<file path="config.mk">
export PLATFORM = sky130hd
export DESIGN_NAME = pes_shift
export DESIGN_NICKNAME = d
export VERILOG_FILES = /design/src/rtl/pes_pkg.sv /design/src/rtl/pes_shift.sv
export SDC_FILE = /design/constraint.sdc
export NUM_CORES = 1
export LEC_CHECK = 0
export BUFFER_PORTS_ARGS = -buffer_cell sky130_fd_sc_hd__buf_2
export CORE_AREA = 2 2 126 128
export CTS_BUF_LIST = sky130_fd_sc_hd__clkbuf_8
export CTS_CLUSTER_DIAMETER = 150
export CTS_CLUSTER_SIZE = 24
export DETAILED_ROUTE_END_ITERATION = 16
export DIE_AREA = 0 0 128 130
export PLACE_DENSITY = 0.75
export SLEW_MARGIN = 20
export SYNTH_ARGS = -nofsm -noshare
export SYNTH_HDL_FRONTEND = slang
export SYNTH_SLANG_ARGS = --single-unit
</file>
<file path="constraint.sdc">
create_clock -name clk -period 6.8 [get_ports clk]
set_input_delay 2.04 -clock clk [delete_from_list [all_inputs] [get_ports clk]]
set_output_delay 2.04 -clock clk [all_outputs]
set_load 0.005 [all_outputs]
</file>
<file path="src/rtl/pes_pkg.sv">
`timescale 1ns / 1ps
// ----------------------------------------------------------------------------
// pes_pkg
// Shared types, widths and helpers for the shifted polynomial evaluator.
// ----------------------------------------------------------------------------
package pes_pkg;

	localparam int FRAC_BITS = 16;
	localparam int X_W       = 32;
	localparam int PM_W      = 63;             // power magnitude, up to 2^62
	localparam int TM_W      = 60;             // term magnitude, up to 2^59
	localparam int ACC_W     = 63;             // signed running sum
	localparam int SPLIT     = 32;             // partial product split point
	localparam int HI_W      = PM_W - SPLIT;
	localparam int PH_W      = HI_W + X_W;
	localparam int PP_W      = SPLIT + X_W;
	localparam int PROD_W    = PH_W + SPLIT + 1;
	localparam int POW_EXP   = 62;
	localparam int TERM_EXP  = 59;
	localparam int IDX_W     = 3;
	localparam int DEG_W     = 3;

	localparam logic [IDX_W-1:0] REG_DEGREE = 3'd6;
	localparam logic [IDX_W-1:0] REG_OFFSET = 3'd7;

	localparam logic [X_W-1:0] X_MAX = 32'h7fff_ffff;
	localparam logic [X_W-1:0] X_MIN = 32'h8000_0000;

	// word passed from one power/term step to the next
	typedef struct packed {
		logic             valid;
		logic [PM_W-1:0]  pm;
		logic             pneg;
		logic             psat;
		logic [X_W-1:0]   xm;
		logic             xneg;
		logic [ACC_W-1:0] acc;
		logic             ovf;
		logic [TM_W-1:0]  tm;      // pending term, zero when unused
		logic             tneg;
		logic             tflag;
	} step_t;

	typedef struct packed {
		logic [PM_W-1:0] mag;
		logic            sat;
	} mag_t;

	// (hi_pp * 2^SPLIT + lo_pp) >> FRAC_BITS, clamped to 2^lim_exp
	function automatic mag_t mul_combine(input logic [PH_W-1:0] hi_pp,
			input logic [PP_W-1:0] lo_pp, input int lim_exp);
		logic [PROD_W-1:0] prod;
		logic [PROD_W-1:0] q;
		logic [PROD_W-1:0] lim;
		mag_t              r;
		prod = PROD_W'({hi_pp, {SPLIT{1'b0}}}) + PROD_W'(lo_pp);
		q    = prod >> FRAC_BITS;
		lim  = PROD_W'(1) << lim_exp;
		if (q > lim) begin
			r.mag = lim[PM_W-1:0];
			r.sat = 1'b1;
		end else begin
			r.mag = q[PM_W-1:0];
			r.sat = 1'b0;
		end
		return r;
	endfunction

endpackage

</file>
<file path="src/rtl/pes_shift.sv">
`timescale 1ns / 1ps
// ----------------------------------------------------------------------------
// pes_shift
// Adds the offset to the sample, saturates, and forms the first power and
// the constant term for the step chain. Two stages.
// ----------------------------------------------------------------------------
module pes_shift (
	input  logic                     clk,
	input  logic                     arst_n,
	input  logic                     in_valid,
	input  logic [pes_pkg::X_W-1:0]  x_sample,
	input  logic [pes_pkg::X_W-1:0]  x_offset,
	input  logic [pes_pkg::X_W-1:0]  coef0_mag,
	input  logic                     coef0_neg,
	output pes_pkg::step_t           step_out
);

	localparam int X_W  = pes_pkg::X_W;
	localparam int PM_W = pes_pkg::PM_W;
	localparam int TM_W = pes_pkg::TM_W;

	logic           vld_s1;
	logic [X_W:0]   sum_s1;
	logic           x_ovf;
	logic           xneg;
	logic [X_W-1:0] xsat;
	logic [X_W-1:0] xm;
	pes_pkg::step_t out_s2;

	always_ff @(posedge clk or negedge arst_n) begin
		if (!arst_n) begin
			vld_s1 <= 1'b0;
		end else begin
			vld_s1 <= in_valid;
		end
	end

	always_ff @(posedge clk) begin
		sum_s1 <= {x_sample[X_W-1], x_sample} + {x_offset[X_W-1], x_offset};
	end

	// 33-bit sum leaves the 32-bit range when its top two bits differ
	assign x_ovf = sum_s1[X_W] ^ sum_s1[X_W-1];
	assign xneg  = sum_s1[X_W];
	assign xsat  = x_ovf ? (xneg ? pes_pkg::X_MIN : pes_pkg::X_MAX) : sum_s1[X_W-1:0];
	assign xm    = xneg ? (~xsat + 1'b1) : xsat;

	always_ff @(posedge clk or negedge arst_n) begin
		if (!arst_n) begin
			out_s2 <= '0;
		end else begin
			out_s2.valid <= vld_s1;
			out_s2.pm    <= PM_W'(xm);
			out_s2.pneg  <= xneg;
			out_s2.psat  <= 1'b0;
			out_s2.xm    <= xm;
			out_s2.xneg  <= xneg;
			out_s2.acc   <= '0;
			out_s2.ovf   <= x_ovf;
			out_s2.tm    <= TM_W'(coef0_mag);
			out_s2.tneg  <= coef0_neg;
			out_s2.tflag <= 1'b0;
		end
	end

	assign step_out = out_s2;

endmodule

</file>
==> metrics.cfg <==
[global_route]
grt_pass1_wl_mm=22.6
first_global_vias=4534
gr-total-overflow=0
grt_antenna_before_repair=0
busiest_layer=met2
met3_usage_pct=3.20
grt_max_degree=70
use_met2_pct=28.8
grtUsageTotal_pct=17.2
grt_use_met1_pct=22.2

[final_layout]
mostFrequentLayoutCell=buf_2
num-fill-cells=1529
post-route-util_pct=46.6
final_cell_mix=199 x buf_2, 124 x conb_1, 69 x dfrtp_1
nets=998
area_delta_synth_final_pct=10.5
drive_gt1_share_pct=26.3
antenna_cells=0
stdcell_area_um2=7190

[floorplanning]
die_area_um2=16600
ios=325
dieHeight_um=130
num_rows=46
fp.dieW_um=128
initial_utilization_pct=42.2
core_area_um2=15400

[clock_tree]
ctsLongestPathBuffers=2
cts.sinks=102
cts_tree=done
cts_made_buffers=9
cts_hold_buf=0
cts_root_buffer=clkbuf_8
clk_pin_slew_ns=0.10
cts_resized=0
cts.htree.levels=3
clk-insertion-delay-late_ns=0.38
post-cts-setup-buffers=0

[timing]
hold_viol_final=0
holdWs_ns=0.365
worstMarginPinSlew_ns=0.838
grt_setup_unrepaired=false
finalClockSkew_ns=0.00769
max_freq_ghz=0.231
setup_tns_ns=0
drv_slew=0
finalSetupViolCount=0
final.period_utilization_pct=63.7
min_period_ns=4.33
relSlewSlack_pct=44.1

[route]
dr_total_vias=5230
drt_iter0_markers=242
drt_pass1_iterations=5
detail_route.wl_per_cell_um=14.0
wl_mm=14.8
vias_per_cell=4.94
ant_nets=0
drc=0

[setup_path]
cp_max_fo=3
required_ns=7.11
startpoint_type=input pin
cp.arrival_ns=4.64
cp-end-kind=register
criticalPathCategory=input pin to register

[synth]
async_flop_share_pct=67.6
synth_top_area_share_pct=26.5
avgSynthCellArea_um2=9.26
yosysUniqueCellTypes=71
yosys_warnings=0
synth_area_leaders=dfrtp_1 27%, buf_4 18%, dfxtp_1 10%
yosysSeqAreaShare_pct=36.7
synth_largest_area_cell=dfrtp_1
synth-seq-cells=102
synth_area_um2=6510
synth-edff-count=0
synth_flop_cell=dfrtp_1
syn_inst=703

[run]
drv_cap=0

[placement]
port_buffers=200
placed_area_um2=6960
gp_congestion=0.879
post-dp-hpwl_mm=11.8

[power_and_ir_drop]
p_leak_nw=3.50
power_density_nw_per_um2=280
peakVddDrop_mv=0.123

[min_path]
hold_path.class=register to register

[status]
status=complete, no violations

[stage by stage]
stage	power [W]	std cells	worst slack [ns]
floorplan	0.00142	826	2.51
global placement	0.00158	1043	2.11
detailed placement	0.00159	1043	2.08
CTS	0.00203	1059	2.48
global route	0.00217	1059	2.30
finish	0.00201	1059	2.47
[sequential cells by signal, summed over array words and instances (netlist names)]
register  flops
vld_s1        1
sum_s1       33
step_out     68
[layout make-up]
class                      count  area [um2]  area share, %
clock buffer                   9         124           1.72
clock inverter                 7         106           1.48
inverter                      15        56.3          0.783
multi-input combinational    532        3260           45.3
sequential                   102        2390           33.2
tap                          192         240           3.34
timing repair buffer         202        1020           14.2
[path summary, 6_finish.rpt]
check	startpoint	endpoint	slack (ns)	cells past startpoint
max in group asynchronous	arst_n	step_out[31]	4.49	1
worst min-delay path	vld_s1	step_out[224]	0.36	0
min in group asynchronous	arst_n	step_out[26]	1.75	1
worst max-delay path	x_sample[0]	sum_s1[24]	2.47	10
worst min register to register	vld_s1	step_out[224]	0.36	0
worst max register to register	sum_s1[32]	step_out[185]	3.22	10
[cell families after synthesis]
family,synth area share (%)
xor gates and xnor gates,4.57
and+or+nand+nor,12.2
DFF,36.7
adders and majority gates,7.03
other,0.0576
muxes,0.615
buffers and inverters,20.3
AOI/OAI and AO/OA,18.5
[critical path, stage by stage]
cell	delay [ns]
buf_2	0.10
ha_1	0.22
fa_1	0.40
a21o_1	0.21
a221oi_1	0.52
a211oi_1	0.24
and3_1	0.27
a211o_1	0.31
a21oi_1	0.18
xnor2_1	0.14
[per-layer routing]
metal | vias up | part of all wire, %
li1 | 2533 | -
met1 | 2358 | 42
met2 | 310 | 47
met3 | 29 | 8.7
met4 | 0 | 2.1
met5 | - | 0
[report_power, final]
part / internal [W] / total (W) / switching, W
Combinational: 0.000319 / 0.000733 / 0.000414
Sequential: 0.000741 / 0.000852 / 0.000111
Clock: 0.000213 / 0.000426 / 0.000213
Total: 0.00127 / 0.00201 / 0.000738
[cells in the mapped netlist, types with 4 or more instances]
cell type / n
buf_4: 160
dfrtp_1: 69
a21oi_1: 52
nand2_1: 41
ha_1: 35
dfxtp_1: 33
nor2_1: 31
xnor2_1: 21
clkbuf_1: 16
o21ai_1: 16
a31oi_1: 14
inv_1: 14
o21ai_0: 14
xor2_1: 13
a21o_1: 12
nand3_1: 10
nor3_1: 10
nand2b_1: 9
and2_1: 7
a211oi_1: 6
and3_1: 6
o211ai_1: 6
o21a_1: 6
o31ai_1: 6
a211o_1: 5
nor2b_1: 5
o21bai_1: 5
o22ai_1: 5
or3_1: 5
mux2i_1: 4
nand4_1: 4
nor4_1: 4
No activity file was read; power rests on OpenSTA's default activity.
