**config.mk**
```make
export PLATFORM = sky130hd
export DESIGN_NAME = pes_cfg
export DESIGN_NICKNAME = d
export VERILOG_FILES = /design/src/rtl/pes_pkg.sv /design/src/rtl/pes_cfg.sv
export SDC_FILE = /design/constraint.sdc
export NUM_CORES = 1
export LEC_CHECK = 0
export ABC_CLOCK_PERIOD_IN_PS = 1300
export BUFFER_PORTS_ARGS = -buffer_cell sky130_fd_sc_hd__buf_2
export CAP_MARGIN = 5
export CORE_ASPECT_RATIO = 0.5
export CORE_UTILIZATION = 51
export CTS_BUF_LIST = sky130_fd_sc_hd__clkbuf_8 sky130_fd_sc_hd__clkbuf_16
export DETAILED_ROUTE_END_ITERATION = 16
export PLACE_DENSITY = 0.79
export SYNTH_ARGS = -nofsm -noshare
export SYNTH_HDL_FRONTEND = slang
export SYNTH_SLANG_ARGS = --single-unit
```
**constraint.sdc**
```tcl
create_clock -name clk -period 1.3 [get_ports clk]
set_clock_uncertainty 0.2 [all_clocks]
set_input_delay 0.13 -clock clk [delete_from_list [all_inputs] [get_ports clk]]
set_output_delay 0.13 -clock clk [all_outputs]
set_load 0.02 [all_outputs]
```
**src/rtl/pes_pkg.sv**
```systemverilog
`timescale 1ns / 1ps
// ----------------------------------------------------------------------------
// pes_pkg
// Shared types, widths and helpers for the shifted polynomial evaluator.
// ----------------------------------------------------------------------------
package pes_pkg;

	localparam int FRAC_BITS = 16;
	localparam int X_W       = 32;
	localparam int PM_W      = 63;             // power magnitude, up to 2^62
	localparam int TM_W      = 60;             // term magnitude, up to 2^59
	localparam int ACC_W     = 63;             // signed running sum
	localparam int SPLIT     = 32;             // partial product split point
	localparam int HI_W      = PM_W - SPLIT;
	localparam int PH_W      = HI_W + X_W;
	localparam int PP_W      = SPLIT + X_W;
	localparam int PROD_W    = PH_W + SPLIT + 1;
	localparam int POW_EXP   = 62;
	localparam int TERM_EXP  = 59;
	localparam int IDX_W     = 3;
	localparam int DEG_W     = 3;

	localparam logic [IDX_W-1:0] REG_DEGREE = 3'd6;
	localparam logic [IDX_W-1:0] REG_OFFSET = 3'd7;

	localparam logic [X_W-1:0] X_MAX = 32'h7fff_ffff;
	localparam logic [X_W-1:0] X_MIN = 32'h8000_0000;

	// word passed from one power/term step to the next
	typedef struct packed {
		logic             valid;
		logic [PM_W-1:0]  pm;
		logic             pneg;
		logic             psat;
		logic [X_W-1:0]   xm;
		logic             xneg;
		logic [ACC_W-1:0] acc;
		logic             ovf;
		logic [TM_W-1:0]  tm;      // pending term, zero when unused
		logic             tneg;
		logic             tflag;
	} step_t;

	typedef struct packed {
		logic [PM_W-1:0] mag;
		logic            sat;
	} mag_t;

	// (hi_pp * 2^SPLIT + lo_pp) >> FRAC_BITS, clamped to 2^lim_exp
	function automatic mag_t mul_combine(input logic [PH_W-1:0] hi_pp,
			input logic [PP_W-1:0] lo_pp, input int lim_exp);
		logic [PROD_W-1:0] prod;
		logic [PROD_W-1:0] q;
		logic [PROD_W-1:0] lim;
		mag_t              r;
		prod = PROD_W'({hi_pp, {SPLIT{1'b0}}}) + PROD_W'(lo_pp);
		q    = prod >> FRAC_BITS;
		lim  = PROD_W'(1) << lim_exp;
		if (q > lim) begin
			r.mag = lim[PM_W-1:0];
			r.sat = 1'b1;
		end else begin
			r.mag = q[PM_W-1:0];
			r.sat = 1'b0;
		end
		return r;
	endfunction

endpackage

```
**src/rtl/pes_cfg.sv**
```systemverilog
`timescale 1ns / 1ps
// ----------------------------------------------------------------------------
// pes_cfg
// Configuration registers: coefficients kept as magnitude and sign, the
// clamped degree and the x offset.
// ----------------------------------------------------------------------------
module pes_cfg #(
	parameter int MAX_DEGREE = 5
) (
	input  logic                                       clk,
	input  logic                                       arst_n,
	input  logic                                       cfg_valid,
	output logic                                       cfg_ready,
	input  logic [pes_pkg::IDX_W-1:0]                  cfg_index,
	input  logic [pes_pkg::X_W-1:0]                    cfg_data,
	output logic [MAX_DEGREE:0][pes_pkg::X_W-1:0]      coef_mag,
	output logic [MAX_DEGREE:0]                        coef_neg,
	output logic [pes_pkg::DEG_W-1:0]                  deg_eff,
	output logic [pes_pkg::X_W-1:0]                    x_offset
);

	localparam int X_W   = pes_pkg::X_W;
	localparam int DEG_W = pes_pkg::DEG_W;
	localparam int IDX_W = pes_pkg::IDX_W;

	logic [MAX_DEGREE:0][X_W-1:0] coef_mag_q;
	logic [MAX_DEGREE:0]          coef_neg_q;
	logic [DEG_W-1:0]             degree_q;
	logic [X_W-1:0]               offset_q;
	logic                         wr_en;

	assign cfg_ready = 1'b1;
	assign wr_en     = cfg_valid & cfg_ready;

	for (genvar i = 0; i <= MAX_DEGREE; i++) begin : g_coef
		always_ff @(posedge clk or negedge arst_n) begin
			if (!arst_n) begin
				coef_mag_q[i] <= '0;
				coef_neg_q[i] <= 1'b0;
			end else if (wr_en && cfg_index == IDX_W'(i)) begin
				coef_mag_q[i] <= cfg_data[X_W-1] ? (~cfg_data + 1'b1) : cfg_data;
				coef_neg_q[i] <= cfg_data[X_W-1];
			end
		end
	end

	always_ff @(posedge clk or negedge arst_n) begin
		if (!arst_n) begin
			degree_q <= '0;
			offset_q <= '0;
		end else if (wr_en) begin
			if (cfg_index == pes_pkg::REG_DEGREE) begin
				degree_q <= cfg_data[DEG_W-1:0];
			end
			if (cfg_index == pes_pkg::REG_OFFSET) begin
				offset_q <= cfg_data;
			end
		end
	end

	assign coef_mag = coef_mag_q;
	assign coef_neg = coef_neg_q;
	assign deg_eff  = (degree_q > DEG_W'(MAX_DEGREE)) ? DEG_W'(MAX_DEGREE) : degree_q;
	assign x_offset = offset_q;

endmodule

```
==> metrics.yaml, run 1 <==
synthesis:
  synth_seq_cells: 233
  syn-num-nets: 909
  yosysWarnings: 0
  syn_area_um2: 9150
  ys_seq_area_share_pct: 63.7
  synth_area_per_cell_um2: 10.5
  synthCells: 870
  synth_cell_types: 38
clocking:
  clock_sinks: 233
  htreeDepth: 1
  cts-root-buf: "clkbuf_16"
  clk_path_buf_depth: 3
  cts_buffers: 21
global_routing:
  grtUsageTotal_pct: 85.6
  gr-total-overflow: 109
  grt_antenna_before_repair: 8
  grt_max_degree: 45
floorplan:
  start_util_pct: 52.4
  boundaryPins: 272
  rows: 34
  die_w_um: 191
  die_h_um: 96.7
placement:
  port_buffers: 270
  gp_congestion: 0.879
  dp_hpwl_um: 19400
  pre_cts_ws_ns: -0.808
  postPlaceCellArea_um2: 11800
status:
  status: "did not finish"
  stop_stage: "5_1_grt"
  firstError: "[ERROR GRT-0232] Routing congestion too high. Check the congestion heatmap in the GUI."
sta:
  worst_endpoint: "deg_eff[0]"
  worstEpCategory: "output port"
[repair_timing]
item,4_1_cts
endpoints found under the setup margin,362
hold buffers,36
endpoints found under the hold margin,305
resized for setup,651
pin swaps,82
buffers inserted,76
gates cloned,2
[cell usage after synthesis]
cell type    n  area share [%]
o31a_1       1           0.096
xnor2_1      6            0.57
ha_1         1            0.14
nor4_1       6            0.41
or3_1        2            0.14
or2_2        1           0.068
o21ai_0    197              11
xor2_1      21             2.0
clkinv_1     1           0.041
and3_1       3            0.21
nand4_4      1            0.23
mux2_2      29             3.6
nand3_2      1            0.11
buf_4        1           0.082
nand3_1      8            0.44
mux2i_1     11             1.2
o21a_1       1           0.082
nor2_1      13            0.53
a21oi_1     19             1.0
nor3_1      14            0.77
nor2b_1      5            0.34
inv_1        3            0.12
nand3b_1     1           0.082
clkbuf_1    50             2.1
inv_2        1           0.041
conb_1       1           0.041
o31ai_1      9            0.74
dfrtp_1    233              64
nor3_2       1            0.11
o21ai_1      2            0.11
a21o_1       1           0.082
nand2_1    210             8.6
nor4_4       1            0.23
and2_1       3            0.21
o41ai_2      1            0.18
or4_1        2            0.16
a31oi_1      3            0.21
nand4_1      6            0.41
[per-stage QoR]
stage                     utilization, %  TNS, ns  cells
after CTS                           88.5   -29.06   1597
after detailed placement            67.8  -109.28   1445
after global placement              67.8  -102.85   1445
after floorplan                        -   -66.38    870
[layer usage]
metal	global-route usage, %	overflow
met1	88.5	0
met2	96.4	56
met3	74.6	3
met4	84.4	50
met5	35.4	0
[logic make-up after synthesis]
group	Yosys count	share of synthesized area, %
and+or+nand+nor	278	13.1
AOI/OAI and AO/OA	234	13.3
DFF	233	63.7
buffers and inverters	56	2.34
muxes	40	4.77
xor gates and xnor gates	27	2.59
adders and majority gates	1	0.137
other	1	0.0410
==> run 2: changes to the inputs <==
--- a/config.mk
+++ b/config.mk
@@ -8,11 +8,9 @@
 export ABC_CLOCK_PERIOD_IN_PS = 1300
 export BUFFER_PORTS_ARGS = -buffer_cell sky130_fd_sc_hd__buf_2
 export CAP_MARGIN = 5
-export CORE_ASPECT_RATIO = 0.5
-export CORE_UTILIZATION = 51
-export CTS_BUF_LIST = sky130_fd_sc_hd__clkbuf_8 sky130_fd_sc_hd__clkbuf_16
+export CORE_UTILIZATION = 40
 export DETAILED_ROUTE_END_ITERATION = 16
-export PLACE_DENSITY = 0.79
+export PLACE_DENSITY_LB_ADDON = 0.15
 export SYNTH_ARGS = -nofsm -noshare
 export SYNTH_HDL_FRONTEND = slang
 export SYNTH_SLANG_ARGS = --single-unit
==> metrics.yaml, run 2 <==
critical_path:
  slowest_delay_ns: 0.44
  startpoint: "degree_q[2]$_DFFE_PN0P_"
  r2r_cells: 3
  r2r-end: "x_offset[7]$_DFFE_PN0P_"
  crit_arrival_ns: 1.30
  crit_chain: "a21o_1, buf_6"
  worstSetupPathDepth: 2
  path_buf_inv: 1
  crit_type: "flip-flop to output pin"
  start_kind: "flip-flop"
  reg2reg_setup_slack_ns: 0.08
  crit_required_ns: 0.97
  r2r-start: "x_offset[7]$_DFFE_PN0P_"
  cpMaxStageDelayCell: "dfrtp_2"
  cp_max_fo: 4
  cp-end-kind: "output pin"
  critPathTopFamily: "flip-flops"
  crit_path_end: "deg_eff[0]"
synthesis:
  synth_commonest_cells: "dfrtp_1 (233), nand2_1 (210), o21ai_0 (197)"  # unchanged
  netlist_top_cells_area: "dfrtp_1 (64%), o21ai_0 (11%), nand2_1 (8.6%)"  # unchanged
  synth_area_per_cell_um2: 10.5  # unchanged
  syn-num-nets: 909  # unchanged
  synth_top_area_share_pct: 63.7  # unchanged
  synth_seq_cells: 233  # unchanged
  syn_area_um2: 9150  # unchanged
  synthCells: 870  # unchanged
  synth_flop_cell: "dfrtp_1"  # unchanged
  synth_cell_types: 38  # unchanged
  synth.most_common_cell: "dfrtp_1"  # unchanged
  ys_seq_area_share_pct: 63.7  # unchanged
  async_flop_share_pct: 100  # unchanged
  synth_edf_count: 0  # unchanged
  yosysWarnings: 0  # unchanged
  yosys.area.top_type: "dfrtp_1"  # unchanged
job:
  maxCapViolCount: 0
placement:
  port_buffers: 270  # unchanged
  dp_hpwl_um: 20400  # was 19400 um
  gp_congestion: 0.812  # was 0.879
  pre_cts_ws_ns: -0.909  # was -0.808 ns
sta:
  setup_viol: 388
  slew_violations: 0
  max_freq_mhz: 615
  slew_headroom_pct: 62.1
  hold_ws_ns: -0.126
  setup_tns_ns: -44.58
  post-route-min-period_ns: 1.63
  min_period_over_period_pct: 125
  rsz0062_at_grt: "yes"
  setup_ws_ns: -0.326
  hold_viol_final: 23
  worstMarginPinSlew_ns: 0.568
clocking:
  clk_path_buf_depth: 3  # unchanged
  cts_tree: "yes"
  cts_buffers: 25  # was 21
  clock_sinks: 233  # unchanged
  path_clk_slew_ns: 0.06
  htreeDepth: 1  # unchanged
  clk_latency_ns: 0.52
  cts-root-buf: "clkbuf_16"  # unchanged
floorplan:
  start_util_pct: 41.4  # was 52.4%
  rows: 54  # was 34
  die_w_um: 153  # was 191 um
  core_um2: 22100
  die-area_um2: 23500
  die_h_um: 153  # was 96.7 um
  boundaryPins: 272  # unchanged
routing:
  postRouteAntennaNets: 0
  drt-pass1-iter-count: 5
  drt-wirelength-per-cell_um: 19.3
  drt-initial-drc-count: 384
  vias_per_cell: 5.14
  vias: 8945
  wl_um: 33600
  drc: 0
power_and_ir_drop:
  max-vdd-ir-drop_mv: 1.04
  switchingPower_mw: 8.93
  p_int_mw: 18.3
  power_density_nw_per_um2: 1610
  comb_power_share_pct: 36.2
  p_sw_share_pct: 32.8
  p_leak_nw: 8.25
  p_seq_share_pct: 36.6
  power.total_mw: 27.2
  clock_power_share_pct: 27.2
global_routing:
  grtUsageTotal_pct: 27.1
  grt_antenna_before_repair: 1
  grt_pass1_vias: 8700
  gr-total-overflow: 0
  grt_pass1_wl_um: 49300
  grt_max_degree: 45
finish:
  syn_to_final_growth_pct: 84.2
  final_cell_mix: "buf_6 (262), buf_4 (243), dfrtp_1 (232)"
  final_core_util_pct: 76.3
  fillers: 1397
  final_common_cell: "buf_6"
  n_antenna_cell: 0
  nets: 1481
  drive_gt1_share_pct: 55.7
  largest_reg_flops: 192
worst_hold_path:
  min_path_type: "input port to asynchronous set/reset pin"
status:
  status: "finished with violations"  # was did not finish
  violations: "hold timing, setup timing"
## run 2: how the worst min path moves through the flow
stage	endpoint	slack [ns]	cells after the start
2_1_floorplan	coef_mag[0]$_DFFE_PN0P_	-0.37	0
3_3_place_gp	coef_mag[164]$_DFFE_PN0P_	-0.17	1
3_5_place_dp	coef_mag[164]$_DFFE_PN0P_	-0.17	1
5_1_grt	coef_mag[164]$_DFFE_PN0P_	-0.12	2
4_1_cts	coef_mag[164]$_DFFE_PN0P_	-0.12	2
6_report	coef_mag[164]$_DFFE_PN0P_	-0.13	2
## run 2: final cells by class
class                           instances  area, um2  area share, %
Sequential cell                       233       5830           34.6
Timing Repair Buffer                  595       5770           34.3
Multi-Input combinational cell        582       4020           23.9
Clock inverter                         12        146          0.869
Tap cell                              280        350           2.08
Clock buffer                           32        702           4.17
Inverter                                5       23.8          0.141
## run 2: power by group through the flow
stage	Combinational (mW)	Clock (mW)	Sequential (mW)
2_1_floorplan	1.46	0	11.4
3_3_place_gp	6.04	0	9.60
3_5_place_dp	6.14	0	9.64
4_1_cts	8.73	7.48	9.87
5_1_grt	10.4	7.82	10.1
6_report	9.84	7.41	9.94
## run 2: cells by family (layout without fill, tap and decap cells)
| logic type | after synthesis | count (layout) | synth area share, % |
|---|---|---|---|
| compound gates | 234 | 234 | 13.3 |
| xor+xnor | 27 | 27 | 2.59 |
| fa+ha+maj | 1 | 1 | 0.137 |
| buf+inv | 56 | 644 | 2.34 |
| flops | 233 | 233 | 63.7 |
| mux | 40 | 40 | 4.77 |
| other cells | 1 | 1 | 0.0410 |
| simple gates | 278 | 279 | 13.1 |
## run 2: repair_timing
action                     in CTS  in global routing
pin swaps                      97                 44
hold endpoints to repair      335                 24
hold buffers                   35                  1
resized for setup             663                130
setup endpoints to repair     365                381
cloned                          2                  0
setup buffers                  65                 83
## run 2: stage by stage
stage	hold slack [ns]	cells	instance area, um2
2_1_floorplan	-0.366	870	9370
4_1_cts	-0.125	1656	15800
3_5_place_dp	-0.173	1512	12100
6_report	-0.126	1739	16800
3_3_place_gp	-0.174	1512	12100
5_1_grt	-0.124	1739	16800
## run 2: per-layer routing
layer  up-vias  global-route usage, %  part of all wire (%)
met5         -                      0                     0
met4         0                   7.07                   2.4
met3        58                   5.27                   6.0
met2       302                   45.5                    51
met1      4429                   35.9                    41
li1       4156                      -                     -
No activity file was read; power rests on OpenSTA's default activity.
==> run 3: changes to the inputs <==
--- a/config.mk
+++ b/config.mk
@@ -10,6 +10,7 @@
 export CAP_MARGIN = 5
 export CORE_UTILIZATION = 40
 export DETAILED_ROUTE_END_ITERATION = 16
+export MAX_ROUTING_LAYER = met4
 export PLACE_DENSITY_LB_ADDON = 0.15
 export SYNTH_ARGS = -nofsm -noshare
 export SYNTH_HDL_FRONTEND = slang
==> metrics.yaml, run 3 (synthesized netlist as in run 2, its figures left out) <==
sta:
  hold_ws_ns: -0.126  # about the same
  slew_headroom_pct: 62.8  # was 62.1%
  max_freq_mhz: 617  # was 615 MHz
  hold_viol_final: 23  # unchanged
  rsz0062_at_grt: "yes"  # unchanged
  slew_violations: 0  # unchanged
  setup_viol: 389  # was 388
  min_period_over_period_pct: 125  # about the same
  setup_ws_ns: -0.322  # was -0.326 ns
  post-route-min-period_ns: 1.62  # was 1.63 ns
  worstMarginPinSlew_ns: 0.559  # was 0.568 ns
global_routing:
  grt_antenna_before_repair: 1  # unchanged
  grt_pass1_vias: 8719  # was 8700
  gr-total-overflow: 0  # unchanged
  grt_max_degree: 45  # unchanged
  grt_pass1_wl_um: 49300  # about the same
  grtUsageTotal_pct: 27.9  # was 27.1%
finish:
  final_cell_mix: "buf_6 (262), buf_4 (242), dfrtp_1 (232)"  # was buf_6 (262), buf_4 (243), dfrtp_1 (232)
  syn_to_final_growth_pct: 84.1  # was 84.2%
  stdcell_count: 1739  # unchanged
  nets: 1480  # was 1481
  largest_reg_flops: 192  # unchanged
  final_common_cell: "buf_6"  # unchanged
  drive_gt1_share_pct: 55.6  # was 55.7%
  fillers: 1403  # was 1397
  final_core_util_pct: 76.2  # was 76.3%
clocking:
  cts_tree: "yes"  # unchanged
  clk_latency_ns: 0.52  # about the same
  cts-root-buf: "clkbuf_16"  # unchanged
  path_clk_slew_ns: 0.06  # about the same
  clock_sinks: 233  # unchanged
  clk_path_buf_depth: 3  # unchanged
  htreeDepth: 1  # unchanged
  cts_buffers: 25  # unchanged
critical_path:
  crit_arrival_ns: 1.29  # was 1.30 ns
  start_kind: "flip-flop"  # unchanged
  slowest_delay_ns: 0.44  # about the same
  startpoint: "degree_q[2]$_DFFE_PN0P_"  # unchanged
  crit_required_ns: 0.97  # about the same
  cpMaxStageDelayCell: "dfrtp_2"  # unchanged
  cp-end-kind: "output pin"  # unchanged
  crit_chain: "a21o_1, buf_6"  # unchanged
  r2r-start: "x_offset[7]$_DFFE_PN0P_"  # unchanged
  crit_type: "flip-flop to output pin"  # unchanged
  cp_max_fo: 4  # unchanged
worst_hold_path:
  min_path_type: "input port to asynchronous set/reset pin"  # unchanged
placement:
  dp_hpwl_um: 20400  # unchanged
  port_buffers: 270  # unchanged
  gp_congestion: 0.824  # was 0.812
  placedCellCount: 1512  # unchanged
routing:
  vias_per_cell: 5.14  # unchanged
  postRouteAntennaNets: 0  # unchanged
  vias: 8945  # unchanged
  drt-initial-drc-count: 359  # was 384
  wl_um: 33500  # was 33600 um
  drc: 0  # unchanged
  drt-pass1-iter-count: 5  # unchanged
  drt-wirelength-per-cell_um: 19.3  # about the same
floorplan:
  die_h_um: 153  # unchanged
  boundaryPins: 272  # unchanged
  core_um2: 22100  # unchanged
  die-area_um2: 23500  # unchanged
  rows: 54  # unchanged
  die_w_um: 153  # unchanged
  start_util_pct: 41.4  # unchanged
power_and_ir_drop:
  p_leak_nw: 8.25  # about the same
  max-vdd-ir-drop_mv: 1.04  # about the same
  power_density_nw_per_um2: 1610  # about the same
status:
  status: "finished with violations"  # unchanged
  violations: "hold timing, setup timing"  # unchanged
job:
  maxCapViolCount: 0  # unchanged
## run 3: final timing paths
| path | slack (ns) | endpoint | cells after the start |
|---|---|---|---|
| setup / recovery | -0.32 | deg_eff[0] | 2 |
| hold / removal | -0.13 | coef_mag[164]$_DFFE_PN0P_ | 2 |
| setup reg to reg | 0.08 | x_offset[7]$_DFFE_PN0P_ | 3 |
| hold reg to reg | 0.30 | degree_q[0]$_DFFE_PN0P_ | 2 |
| max in group asynchronous | 0.47 | coef_mag[51]$_DFFE_PN0P_ | 3 |
| min in group clk | -0.10 | coef_mag[158]$_DFFE_PN0P_ | 4 |
## run 3: critical path, delay by kind of cell (launching register included)
kind,cells,cell delay [ns]
AOI/OAI and AO/OA,1,0.20
buffers and inverters,1,0.14
DFF,1,0.44
## run 3: metal layers
metal	vias up	global-route usage (%)	wire length (um)	part of all wire [%]
met4	0	7.07	772	2.3
li1	4154	-	-	-
met1	4436	36.3	13700	41
met2	296	45.5	17000	51
met5	-	-	0	0
met3	59	4.68	2060	6.2
## run 3: through the flow
step | worst slack [ns] | cell area [um2] | hold slack (ns) | power (mW) | TNS, ns
2_1_floorplan | -0.533 | 9370 | -0.366 | 12.9 | -66.38
3_3_place_gp | -0.853 | 12100 | -0.174 | 15.6 | -118.23
3_5_place_dp | -0.909 | 12100 | -0.173 | 15.8 | -120.94
4_1_cts | -0.315 | 15800 | -0.125 | 26.1 | -41.80
5_1_grt | -0.357 | 16800 | -0.126 | 28.3 | -60.84
6_report | -0.322 | 16800 | -0.126 | 27.2 | -44.71
## run 3: cell type report
type / instances / area (um2) / share of cell area, %
Antenna cell: 1 / 2.50 / 0.0149
Clock buffer: 32 / 702 / 4.17
Clock inverter: 12 / 146 / 0.869
Inverter: 5 / 23.8 / 0.141
Multi-Input combinational cell: 582 / 4020 / 23.9
Sequential cell: 233 / 5830 / 34.6
Tap cell: 280 / 350 / 2.08
Timing Repair Buffer: 594 / 5770 / 34.2
## run 3: what timing repair did
action	CTS	global route
setup endpoints to repair	365	382
endpoints found under the hold margin	335	24
setup buffers	65	82
gates cloned	2	0
gates resized for setup	663	129
pin swaps	97	44
hold buffers	35	1
## run 3: where the power goes
part / total [mW] / internal, mW / switching, mW
logic: 9.83 / 5.10 / 4.73
clock network: 7.40 / 4.41 / 2.99
registers: 9.94 / 8.75 / 1.19
total: 27.2 / 18.3 / 8.91
